`config.mk`:
```
export PLATFORM = sky130hd
export DESIGN_NAME = pkcs1_v15_signature_padding_top
export DESIGN_NICKNAME = d
export VERILOG_FILES = /design/src/rtl/pkcspad_pkg.sv /design/src/rtl/pkcs1_v15_signature_padding_top.sv /design/src/rtl/pkcspad_in_stage.sv /design/src/rtl/pkcspad_core.sv /design/src/rtl/pkcspad_out_stage.sv
export SDC_FILE = /design/constraint.sdc
export NUM_CORES = 1
export LEC_CHECK = 0
export BUFFER_PORTS_ARGS = -buffer_cell sky130_fd_sc_hd__buf_4
export CAP_MARGIN = 20
export CORE_ASPECT_RATIO = 0.75
export CORE_MARGIN = 1.5
export CORE_UTILIZATION = 66
export CTS_CLUSTER_SIZE = 30
export DETAILED_ROUTE_END_ITERATION = 10
export GPL_TIMING_DRIVEN = 0
export PLACE_DENSITY = 0.91
export SYNTH_ARGS = -nofsm -noshare
export SYNTH_HDL_FRONTEND = slang
export SYNTH_SLANG_ARGS = --single-unit
```
`constraint.sdc`:
```
create_clock -name clock -period 18.25 [get_ports clock]
set_clock_uncertainty 0.1 [all_clocks]
set_input_delay 3.65 -clock clock [delete_from_list [all_inputs] [get_ports clock]]
set_output_delay 3.65 -clock clock [all_outputs]
set_load 0.03 [all_outputs]
```
`src/rtl/pkcspad_pkg.sv`:
```
// Shared types, constants and lookup functions of the PKCS#1 v1.5 padding block.
`timescale 1ns / 1ps
package pkcspad_pkg;

   localparam int MAX_BLOCK_BYTES_DEF = 512;

   localparam int BYTE_W      = 8;
   localparam int KIND_W      = 3;
   localparam int LEN_CFG_W   = 10;
   localparam int CALC_W      = 11;
   localparam int CSR_IDX_W   = 1;
   localparam int CSR_DATA_W  = 10;
   localparam int PREFIX_MAX  = 19;
   localparam int PREFIX_IDX_W = 5;
   localparam int HASH_KINDS  = 7;
   localparam int LEN_W       = 7;

   localparam logic [CSR_IDX_W-1:0] CSR_HASH_KIND   = 1'd0;
   localparam logic [CSR_IDX_W-1:0] CSR_BLOCK_BYTES = 1'd1;

   localparam logic [KIND_W-1:0]    KIND_SHA1       = 3'd0;
   localparam logic [KIND_W-1:0]    KIND_SHA224     = 3'd1;
   localparam logic [KIND_W-1:0]    KIND_SHA256     = 3'd2;
   localparam logic [KIND_W-1:0]    KIND_SHA384     = 3'd3;
   localparam logic [KIND_W-1:0]    KIND_SHA512     = 3'd4;
   localparam logic [KIND_W-1:0]    KIND_SHA512_224 = 3'd5;
   localparam logic [KIND_W-1:0]    KIND_SHA512_256 = 3'd6;

   localparam logic [KIND_W-1:0]    KIND_MAX        = KIND_SHA512_256;
   localparam logic [KIND_W-1:0]    KIND_RESET      = KIND_SHA256;
   localparam logic [LEN_CFG_W-1:0] BLOCK_RESET     = 10'd256;
   localparam logic [CALC_W-1:0]    MIN_LEN         = 11'd16;
   localparam logic [CALC_W-1:0]    FRAME_BYTES     = 11'd11;

   localparam logic [BYTE_W-1:0] BYTE_ZERO = 8'h00;
   localparam logic [BYTE_W-1:0] BYTE_ONE  = 8'h01;
   localparam logic [BYTE_W-1:0] BYTE_PAD  = 8'hFF;

   localparam logic [0:HASH_KINDS-1][0:PREFIX_MAX-1][BYTE_W-1:0] PREFIX_ROM = '{
      '{8'h30, 8'h21, 8'h30, 8'h09, 8'h06, 8'h05, 8'h2b, 8'h0e, 8'h03, 8'h02,
        8'h1a, 8'h05, 8'h00, 8'h04, 8'h14, 8'h00, 8'h00, 8'h00, 8'h00},
      '{8'h30, 8'h2d, 8'h30, 8'h0d, 8'h06, 8'h09, 8'h60, 8'h86, 8'h48, 8'h01,
        8'h65, 8'h03, 8'h04, 8'h02, 8'h04, 8'h05, 8'h00, 8'h04, 8'h1c},
      '{8'h30, 8'h31, 8'h30, 8'h0d, 8'h06, 8'h09, 8'h60, 8'h86, 8'h48, 8'h01,
        8'h65, 8'h03, 8'h04, 8'h02, 8'h01, 8'h05, 8'h00, 8'h04, 8'h20},
      '{8'h30, 8'h41, 8'h30, 8'h0d, 8'h06, 8'h09, 8'h60, 8'h86, 8'h48, 8'h01,
        8'h65, 8'h03, 8'h04, 8'h02, 8'h02, 8'h05, 8'h00, 8'h04, 8'h30},
      '{8'h30, 8'h51, 8'h30, 8'h0d, 8'h06, 8'h09, 8'h60, 8'h86, 8'h48, 8'h01,
        8'h65, 8'h03, 8'h04, 8'h02, 8'h03, 8'h05, 8'h00, 8'h04, 8'h40},
      '{8'h30, 8'h2d, 8'h30, 8'h0d, 8'h06, 8'h09, 8'h60, 8'h86, 8'h48, 8'h01,
        8'h65, 8'h03, 8'h04, 8'h02, 8'h05, 8'h05, 8'h00, 8'h04, 8'h1c},
      '{8'h30, 8'h31, 8'h30, 8'h0d, 8'h06, 8'h09, 8'h60, 8'h86, 8'h48, 8'h01,
        8'h65, 8'h03, 8'h04, 8'h02, 8'h06, 8'h05, 8'h00, 8'h04, 8'h20}
   };

   typedef struct packed {
      logic              action;
      logic [BYTE_W-1:0] hash_byte;
      logic [BYTE_W-1:0] block_byte;
   } req_item_type;

   typedef struct packed {
      logic [BYTE_W-1:0] out_byte;
      logic              match_ok;
      logic              last_byte;
      logic              length_error;
   } rsp_item_type;

   function automatic logic [LEN_W-1:0] prefix_len(input logic [KIND_W-1:0] kind);
      logic [LEN_W-1:0] n;
      case (kind)
         KIND_SHA1: n = 7'd15;
         default:   n = 7'd19;
      endcase
      return n;
   endfunction

   function automatic logic [LEN_W-1:0] digest_len(input logic [KIND_W-1:0] kind);
      logic [LEN_W-1:0] n;
      case (kind)
         KIND_SHA1:       n = 7'd20;
         KIND_SHA224:     n = 7'd28;
         KIND_SHA256:     n = 7'd32;
         KIND_SHA384:     n = 7'd48;
         KIND_SHA512:     n = 7'd64;
         KIND_SHA512_224: n = 7'd28;
         default:         n = 7'd32;
      endcase
      return n;
   endfunction

   function automatic logic [BYTE_W-1:0] prefix_byte(input logic [KIND_W-1:0] kind,
                                                     input logic [PREFIX_IDX_W-1:0] idx);
      logic [BYTE_W-1:0] b;
      b = BYTE_ZERO;
      if (kind <= KIND_MAX && idx < PREFIX_IDX_W'(PREFIX_MAX)) begin
         b = PREFIX_ROM[kind][idx];
      end
      return b;
   endfunction

endpackage

```
`src/rtl/pkcs1_v15_signature_padding_top.sv`:
```
// Top level of the PKCS#1 v1.5 signature block encoder and checker.
// One request per byte position of the block; one response per request, presented on rsp_valid
// once it has passed the request register and the response register; a response-side stall
// holds it. A new byte is accepted every cycle unless the response side stalls: the position
// counter, its bound compare and the expected-byte select sit in one stage between the request
// register and the response register. Check mode is chosen by req_action at the first byte of a
// block; rsp_match_ok at rsp_last_byte is the verdict. Write the configuration registers only
// while no block is in flight; they take effect on the next request.
`timescale 1ns / 1ps
module pkcs1_v15_signature_padding_top #(
   parameter int MAX_BLOCK_BYTES = pkcspad_pkg::MAX_BLOCK_BYTES_DEF
) (
   input  logic                                clock,
   input  logic                                reset,
   input  logic                                req_valid,
   output logic                                req_stall,
   input  logic                                req_action,
   input  logic [pkcspad_pkg::BYTE_W-1:0]      req_hash_byte,
   input  logic [pkcspad_pkg::BYTE_W-1:0]      req_block_byte,
   output logic                                rsp_valid,
   input  logic                                rsp_stall,
   output logic [pkcspad_pkg::BYTE_W-1:0]      rsp_out_byte,
   output logic                                rsp_match_ok,
   output logic                                rsp_last_byte,
   output logic                                rsp_length_error,
   input  logic                                csr_valid,
   output logic                                csr_ready,
   input  logic [pkcspad_pkg::CSR_IDX_W-1:0]   csr_index,
   input  logic [pkcspad_pkg::CSR_DATA_W-1:0]  csr_wdata
);
   import pkcspad_pkg::*;

   logic [KIND_W-1:0]    hash_kind_ff, hash_kind_in;
   logic [LEN_CFG_W-1:0] block_bytes_ff, block_bytes_in;

   req_item_type req_item, item;
   rsp_item_type result, rsp_item;
   logic         item_valid, advance, fire;

   assign csr_ready = 1'b1;

   always_comb begin
      hash_kind_in   = hash_kind_ff;
      block_bytes_in = block_bytes_ff;
      if (csr_valid && csr_ready) begin
         case (csr_index)
            CSR_HASH_KIND:   hash_kind_in   = csr_wdata[KIND_W-1:0];
            CSR_BLOCK_BYTES: block_bytes_in = csr_wdata[LEN_CFG_W-1:0];
            default: ;
         endcase
      end
   end

   always_ff @(posedge clock) begin
      if (reset) begin
         hash_kind_ff   <= KIND_RESET;
         block_bytes_ff <= BLOCK_RESET;
      end else begin
         hash_kind_ff   <= hash_kind_in;
         block_bytes_ff <= block_bytes_in;
      end
   end

   assign req_item.action     = req_action;
   assign req_item.hash_byte  = req_hash_byte;
   assign req_item.block_byte = req_block_byte;

   pkcspad_in_stage u_in_stage (
      .clock      (clock),
      .reset      (reset),
      .req_valid  (req_valid),
      .req_stall  (req_stall),
      .req_item   (req_item),
      .advance    (advance),
      .item_valid (item_valid),
      .item       (item)
   );

   assign fire = item_valid && advance;

   pkcspad_core #(
      .MAX_BLOCK_BYTES (MAX_BLOCK_BYTES)
   ) u_core (
      .clock       (clock),
      .reset       (reset),
      .fire        (fire),
      .item        (item),
      .hash_kind   (hash_kind_ff),
      .block_bytes (block_bytes_ff),
      .result      (result)
   );

   pkcspad_out_stage u_out_stage (
      .clock     (clock),
      .reset     (reset),
      .fire      (fire),
      .result    (result),
      .advance   (advance),
      .rsp_valid (rsp_valid),
      .rsp_stall (rsp_stall),
      .rsp_item  (rsp_item)
   );

   assign rsp_out_byte     = rsp_item.out_byte;
   assign rsp_match_ok     = rsp_item.match_ok;
   assign rsp_last_byte    = rsp_item.last_byte;
   assign rsp_length_error = rsp_item.length_error;

endmodule

```
`src/rtl/pkcspad_in_stage.sv`:
```
// Input register stage of the padding block with request stall generation.
`timescale 1ns / 1ps
module pkcspad_in_stage (
   input  logic                       clock,
   input  logic                       reset,
   input  logic                       req_valid,
   output logic                       req_stall,
   input  pkcspad_pkg::req_item_type  req_item,
   input  logic                       advance,
   output logic                       item_valid,
   output pkcspad_pkg::req_item_type  item
);
   import pkcspad_pkg::*;

   logic         valid_ff, valid_in;
   req_item_type item_ff, item_in;
   logic         take;

   assign req_stall = valid_ff && !advance;
   assign take      = req_valid && !req_stall;

   always_comb begin
      valid_in = valid_ff;
      item_in  = item_ff;
      if (take) begin
         valid_in = 1'b1;
         item_in  = req_item;
      end else if (advance) begin
         valid_in = 1'b0;
      end
   end

   always_ff @(posedge clock) begin
      if (reset) begin
         valid_ff <= 1'b0;
      end else begin
         valid_ff <= valid_in;
      end
      item_ff <= item_in;
   end

   assign item_valid = valid_ff;
   assign item       = item_ff;

endmodule

```
`src/rtl/pkcspad_core.sv`:
```
// Position counter, running match state and expected-byte logic of the padding block.
`timescale 1ns / 1ps
module pkcspad_core #(
   parameter int MAX_BLOCK_BYTES = pkcspad_pkg::MAX_BLOCK_BYTES_DEF
) (
   input  logic                                 clock,
   input  logic                                 reset,
   input  logic                                 fire,
   input  pkcspad_pkg::req_item_type            item,
   input  logic [pkcspad_pkg::KIND_W-1:0]       hash_kind,
   input  logic [pkcspad_pkg::LEN_CFG_W-1:0]    block_bytes,
   output pkcspad_pkg::rsp_item_type            result
);
   import pkcspad_pkg::*;

   localparam int POS_W = $clog2(MAX_BLOCK_BYTES);
   localparam logic [CALC_W-1:0] MAX_LEN = CALC_W'(MAX_BLOCK_BYTES);
   localparam logic [CALC_W-1:0] ONE     = CALC_W'(1);

   logic [POS_W-1:0]  pos_ff, pos_in;
   logic              match_ff, match_in;
   logic              action_ff, action_in;

   logic [KIND_W-1:0] kind;
   logic [CALC_W-1:0] bb_ext, len, d, h, p_raw, p, sep, hash_start;
   logic [CALC_W-1:0] rom_off;
   logic              first, short_blk, last, mismatch, match_base;
   logic [BYTE_W-1:0] expect_byte;

   always_comb begin
      kind   = (hash_kind > KIND_MAX) ? KIND_MAX : hash_kind;
      bb_ext = CALC_W'(block_bytes);
      if (bb_ext < MIN_LEN) begin
         len = MIN_LEN;
      end else if (bb_ext > MAX_LEN) begin
         len = MAX_LEN;
      end else begin
         len = bb_ext;
      end
      d          = CALC_W'(prefix_len(kind));
      h          = CALC_W'(digest_len(kind));
      short_blk  = len < (d + h + FRAME_BYTES);
      first      = (pos_ff == '0);
      p_raw      = CALC_W'(pos_ff);
      p          = (p_raw >= len) ? (len - ONE) : p_raw;
      last       = (p == len - ONE);
      sep        = len - h - d - ONE;
      hash_start = len - h;
      rom_off    = p - sep - ONE;

      if (short_blk) begin
         expect_byte = BYTE_ZERO;
      end else if (p == '0) begin
         expect_byte = BYTE_ZERO;
      end else if (p == ONE) begin
         expect_byte = BYTE_ONE;
      end else if (p < sep) begin
         expect_byte = BYTE_PAD;
      end else if (p == sep) begin
         expect_byte = BYTE_ZERO;
      end else if (p < hash_start) begin
         expect_byte = prefix_byte(kind, rom_off[PREFIX_IDX_W-1:0]);
      end else begin
         expect_byte = item.hash_byte;
      end

      action_in  = first ? item.action : action_ff;
      match_base = first ? 1'b1 : match_ff;
      mismatch   = action_in && (item.block_byte != expect_byte);
      match_in   = short_blk ? 1'b0 : (mismatch ? 1'b0 : match_base);
      pos_in     = last ? '0 : POS_W'(p + ONE);
   end

   always_ff @(posedge clock) begin
      if (reset) begin
         pos_ff    <= '0;
         match_ff  <= 1'b1;
         action_ff <= 1'b0;
      end else if (fire) begin
         pos_ff    <= pos_in;
         match_ff  <= match_in;
         action_ff <= action_in;
      end
   end

   assign result.out_byte     = expect_byte;
   assign result.match_ok     = match_in;
   assign result.last_byte    = last;
   assign result.length_error = short_blk;

endmodule

```
`src/rtl/pkcspad_out_stage.sv`:
```
// Result register stage of the padding block.
`timescale 1ns / 1ps
module pkcspad_out_stage (
   input  logic                      clock,
   input  logic                      reset,
   input  logic                      fire,
   input  pkcspad_pkg::rsp_item_type result,
   output logic                      advance,
   output logic                      rsp_valid,
   input  logic                      rsp_stall,
   output pkcspad_pkg::rsp_item_type rsp_item
);
   import pkcspad_pkg::*;

   logic         valid_ff, valid_in;
   rsp_item_type item_ff, item_in;

   assign advance = !valid_ff || !rsp_stall;

   always_comb begin
      valid_in = valid_ff;
      item_in  = item_ff;
      if (fire) begin
         valid_in = 1'b1;
         item_in  = result;
      end else if (!rsp_stall) begin
         valid_in = 1'b0;
      end
   end

   always_ff @(posedge clock) begin
      if (reset) begin
         valid_ff <= 1'b0;
      end else begin
         valid_ff <= valid_in;
      end
      item_ff <= item_in;
   end

   assign rsp_valid = valid_ff;
   assign rsp_item  = item_ff;

endmodule

```
; ---- Word level (Yosys, flattened, before mapping)
; Memory sizes are Yosys's and may differ from the RTL's.
; Index checks and enable logic that the tools add are counted.
[totals]
regBits = 54
mem_bits_ro = 1216
inputBits = 33
wordCells = 91
mem_count = 1
[classes]
n_addsub = 9
order_cmp = 11
n_eq_ne = 9
mux = 27
n_bitwise = 3
n_reduce_logical = 17
[memory_table]
columns = name, words, width, read_ports, rd_clocked_by_memory_dff, write_ports, line
row1 = (name not given), 8, 152, 1, 0, 0, pkcspad_pkg.sv:97  ; b = PREFIX_ROM[kind][idx];
[ops]
columns = op, n
row1 = 152-bit two-way mux, 2
row2 = 8-bit two-way mux, 9
row3 = 8-bit binary-select mux with 5-bit select, 1
row4 = 11-bit < comparator, 3
row5 = 7-bit case mux with 4 select lines, 1
row6 = 11-bit equality test, 2
row7 = 11-bit two-way mux, 2
row8 = 11-bit by 1-bit subtractor with 11-bit output (second input constant), 2
row9 = 11-bit by 4-bit adder with 11-bit output (second input constant), 1
row10 = 11-bit by 1-bit equality test with 1-bit output (second input constant), 1
row11 = 9-bit by 11-bit >= comparator with 1-bit output, 1
row12 = 11-bit zero test, 1
row13 = 11-bit by 5-bit subtractor with 11-bit output, 1
row14 = 11-bit by 7-bit subtractor with 11-bit output, 1
row15 = 10-bit > comparator (second input constant), 1
row16 = 10-bit by 5-bit < comparator with 1-bit output (second input constant), 1
row17 = 10-bit two-way mux, 1
row18 = 9-bit by 1-bit adder with 9-bit output (second input constant), 1
row19 = 9-bit zero test, 1
row20 = 9-bit two-way mux, 1
row21 = 5-bit by 7-bit adder with 8-bit output, 1
row22 = 1-bit two-way mux, 8
row23 = 8-bit inequality test, 1
row24 = 3-bit equality test (second input constant), 2
row25 = other kinds (22), 30

; ---- Longest topological paths before layout
[logic_depth]
ltp_word = 25
ltp_mapped = 28
depth_no_buf = 26

; ---- Cells and area by module
; From an unflattened synthesis, not the netlist that was laid out.
[hier_totals]
cells_unflattened = 696
area_unflattened_um2 = 5599.1
[modules_own_cells]
columns = mod, n_inst, cells_per_inst, area_each_um2, seq_area_each_um2
row1 = pkcspad_core, 1, 600, 4075.2, 220.2
row2 = pkcs1_v15_signature_padding_top, 1, 60, 600.6, 260.2
row3 = pkcspad_in_stage, 1, 21, 560.5, 530.5
row4 = pkcspad_out_stage, 1, 15, 362.8, 350.3

; ---- Worst setup path before layout
; Ideal clock, no wire load.
[synth_path]
path_kind = input port to output port
start = input rsp_stall
end = output req_stall
arrival_time_ps = 4001
setup_slack_ps = 10499
path_stages = 1
path_buffers = 0
cell_sequence = and3_1
[synth_between]
elab_chain_len = 4
[synth_lines]
columns = element, line
row1 = from (decl), pkcs1_v15_signature_padding_top.sv:21  ; input logic rsp_stall,
row2 = 1-bit zero test, pkcspad_out_stage.sv:18  ; assign advance = !valid_ff || !rsp_stall;
row3 = 1-bit logical OR, pkcspad_out_stage.sv:18
row4 = 1-bit zero test, pkcspad_in_stage.sv:19  ; assign req_stall = valid_ff && !advance;
row5 = 1-bit logical AND, pkcspad_in_stage.sv:19
row6 = to (decl), pkcs1_v15_signature_padding_top.sv:16  ; output logic req_stall,
; Every way passes these cells.

; ---- Worst setup path in the final report
; Ends and elaborated chain as after synthesis.

==> impl_metrics.yaml <==
sta:
  worst_pin_slew_ns: 1.10
  drv_slew: 0
  rsz0062_at_grt: "false"
  hold_viol: 0
  fmax_ghz: 0.127
  setup_violations: 0
  relSlewSlack_pct: 26.4
  fin_crit_ns: 7.89
  whs_ns: 0.411
  min_period_over_period_pct: 43.2
  setup_tns_ns: 0
  setup_slack_ns: 10.36
clock_network:
  path_clk_slew_ns: 0.10
  clk_latency_ns: 0.32
  h-tree-depth: 2
  holdBufCountCts: 0
  cts_resized: 0
  clockRootBuffer: "clkbuf_8"
  cts_tree: "yes"
  cts_made_buffers: 5
  cts_setup_buffers: 0
  cts.path.max_buffers: 2
  cts.sinks: 54
synth:
  synthTopCellsByCount: "nand2_1 (75), a21oi_1 (55), nor2_1 (48)"
  async_flop_share_pct: 0
  ys_seq_area_share_pct: 26.9
  synth_most_common_cell: "nand2_1"
  synth_edf_count: 28
  synth_ff_type: "edfxtp_1"
  synth_top_area_cell: "edfxtp_1"
  syn_inst: 630
  ys_types: 76
  synthTopCellsByArea: "edfxtp_1 (17%), ha_1 (12%), dfxtp_1 (10%)"
  ys_ff_latch: 54
  synth_top_area_share_pct: 16.6
  avgSynthCellArea_um2: 8.03
  syn_area_um2: 5060
  yosys_warnings: 0
global_routing:
  grt.total_usage_pct: 37.0
  antenna_found_initial: 0
  grt_pass1_vias: 4845
  grt_pass1_wl_um: 24100
  grt_start_max_net_pins: 21
  overflow: 0
final_layout:
  layout-drive-gt1-share_pct: 12.7
  antenna_cells: 0
  nets: 768
  syn2layout_area_growth_pct: 11.3
  fillers: 553
placed_design:
  portBuffers: 44
  place.gp.congestion: 0.996
  dpl.hpwl_um: 11600
  place_ws_ns: 10.36
die:
  core_area_um2: 7400
  die_h_um: 78.8
  ios: 47
  die_x_um: 104
  die_area_um2: 8210
  start_util_pct: 68.4
  rows: 27
critical_path:
  r2r-end: "u_out_stage.rsp_item[2]$_DFFE_PP_"
  worst_setup_path_end_kind: "primary output"
  worstReg2RegStart: "block_bytes_ff[7]$_SDFFE_PP0P_"
  path_max_fanout: 3
  r2r.worst_path.cells: 24
  required_ns: 14.50
  cp_common_cell: "buf_4"
  cp_num_buf_inv: 2
  critPathMaxStageDelay_ns: 0.20
  cpMaxStageDelayCell: "and3_1"
  critPathArrivalTime_ns: 4.14
  cp.depth: 3
  critPathKind: "in -> out"
  path_cells: "buf_4 -> and3_1 -> buf_4"
  start_kind: "input port"
  reg2reg_slack_ns: 10.71
  crit_family: "buffers and inverters"
detailed_routing:
  vias: 5276
  wl_met3_um: 1970
  routed_wl_um: 15000
  wire_per_inst_um: 19.0
  m1WireLength_um: 6260
  vias_per_cell: 6.70
  route.met2.wl_um: 6420
  drcViolationCount: 0
  top_layer_used: "met4"
  drtIter0Drc: 695
  firstDrtPassIters: 6
  ant_nets: 0
pwr:
  ir_drop_mv: 0.0631
  p_seq_share_pct: 26.1
  combinationalPowerShare_pct: 61.4
  p_int_w: 0.000292
  power_density_nw_per_um2: 101
  p_sw_w: 0.000275
  swShare_pct: 48.5
  power.leakage_nw: 2.41
  pwr-share-clk_pct: 12.4
min_path:
  holdPathStages: 2
  hold_end: "u_out_stage.rsp_valid$_SDFFE_PP0P_"
  hold_start: "u_in_stage.item_valid$_SDFFE_PP0P_"
  hp-class: "reg -> reg"
run:
  max_cap_violations: 0
run_status:
  status: "completed"
[cell families (layout without fill, tap and decap cells)]
| family | Yosys count | count (layout) | share of synthesized area, % |
|---|---|---|---|
| muxes | 14 | 14 | 2.87 |
| AOI/OAI and AO/OA | 165 | 165 | 21.5 |
| xor gates and xnor gates | 39 | 39 | 6.90 |
| other | 2 | 5 | 0.148 |
| buffers and inverters | 65 | 118 | 5.22 |
| and+or+nand+nor | 241 | 241 | 23.7 |
| adders and majority gates | 50 | 50 | 12.8 |
| DFF | 54 | 54 | 26.9 |
[worst max-delay path by stage]
stage / slack, ns / end / from
finish: 10.36 / req_stall / rsp_stall
global route: 10.34 / u_core.match_ff$_SDFFE_PP1P_ / block_bytes_ff[5]$_SDFFE_PP0P_
CTS: 10.36 / req_stall / rsp_stall
detailed placement: 10.36 / req_stall / rsp_stall
global placement: 10.37 / req_stall / rsp_stall
floorplan: 10.50 / req_stall / rsp_stall
[stage by stage]
step           power (W)  instances  instance area (µm²)  utilization [%]
2_1_floorplan   0.000393        633                 5070                -
3_3_place_gp    0.000467        778                 5530             74.7
3_5_place_dp    0.000479        779                 5540             74.8
4_1_cts         0.000552        787                 5630             76.1
5_1_grt         0.000600        787                 5630             76.1
6_report        0.000567        787                 5630             76.1
[state kept, by name (all words and copies together) (netlist names)]
register,cells
u_out_stage.rsp_valid,1
u_core.pos_ff,9
u_out_stage.rsp_item,11
u_in_stage.item_valid,1
u_in_stage.item,17
u_core.match_ff,1
u_core.action_ff,1
hash_kind_ff,3
block_bytes_ff,10
[power by group through the flow]
stage / sequential, W / clock [W] / combinational [W]
floorplan: 0.000156 / 0 / 0.000237
global placement: 0.000150 / 0 / 0.000317
finish: 0.000148 / 0.0000704 / 0.000348
CTS: 0.000148 / 0.0000723 / 0.000332
detailed placement: 0.000150 / 0 / 0.000329
global route: 0.000149 / 0.0000763 / 0.000375
[layer usage]
layer,GRT usage [%],vias to the layer above
li1,-,2397
met4,11.3,0
met1,53.0,2439
met2,57.0,387
met3,6.98,53
met5,0,-
[cell type report]
cell class	instances	area, µm²	share of cell area, %
buffer	28	125	2.22
multi-input combinational	514	3450	61.2
sequential	54	1360	24.2
timing repair buffer	45	338	6.00
clock inverter	3	25.0	0.445
inverter	37	139	2.47
clock buffer	5	68.8	1.22
tap	101	126	2.24
[tightest hold or removal path: stages, from the launching register on]
cell     delay (ns)
dfxtp_1        0.36
a21oi_1        0.05
nor2_1         0.07
[cell usage in the layout (no fill, tap or decap), types with 6 or more instances in the layout]
cell type and instances:
nor2b_1 9, inv_1 35, a21o_1 10, edfxtp_1 28, or3_1 8, nor4_1 11, a211oi_1 11, buf_4 46
dfxtp_1 26, buf_2 6, mux2i_1 10, xor2_1 16, nand2_1 75, nand4_1 7, nor3_1 17, and3_1 8
a21oi_1 55, nand2b_1 10, xnor2_1 22, nor2_1 48, nand3_1 24, o21ai_0 31, clkbuf_1 19, ha_1 47
a31oi_1 9
Note: power is estimated with default switching activity, not from simulation.
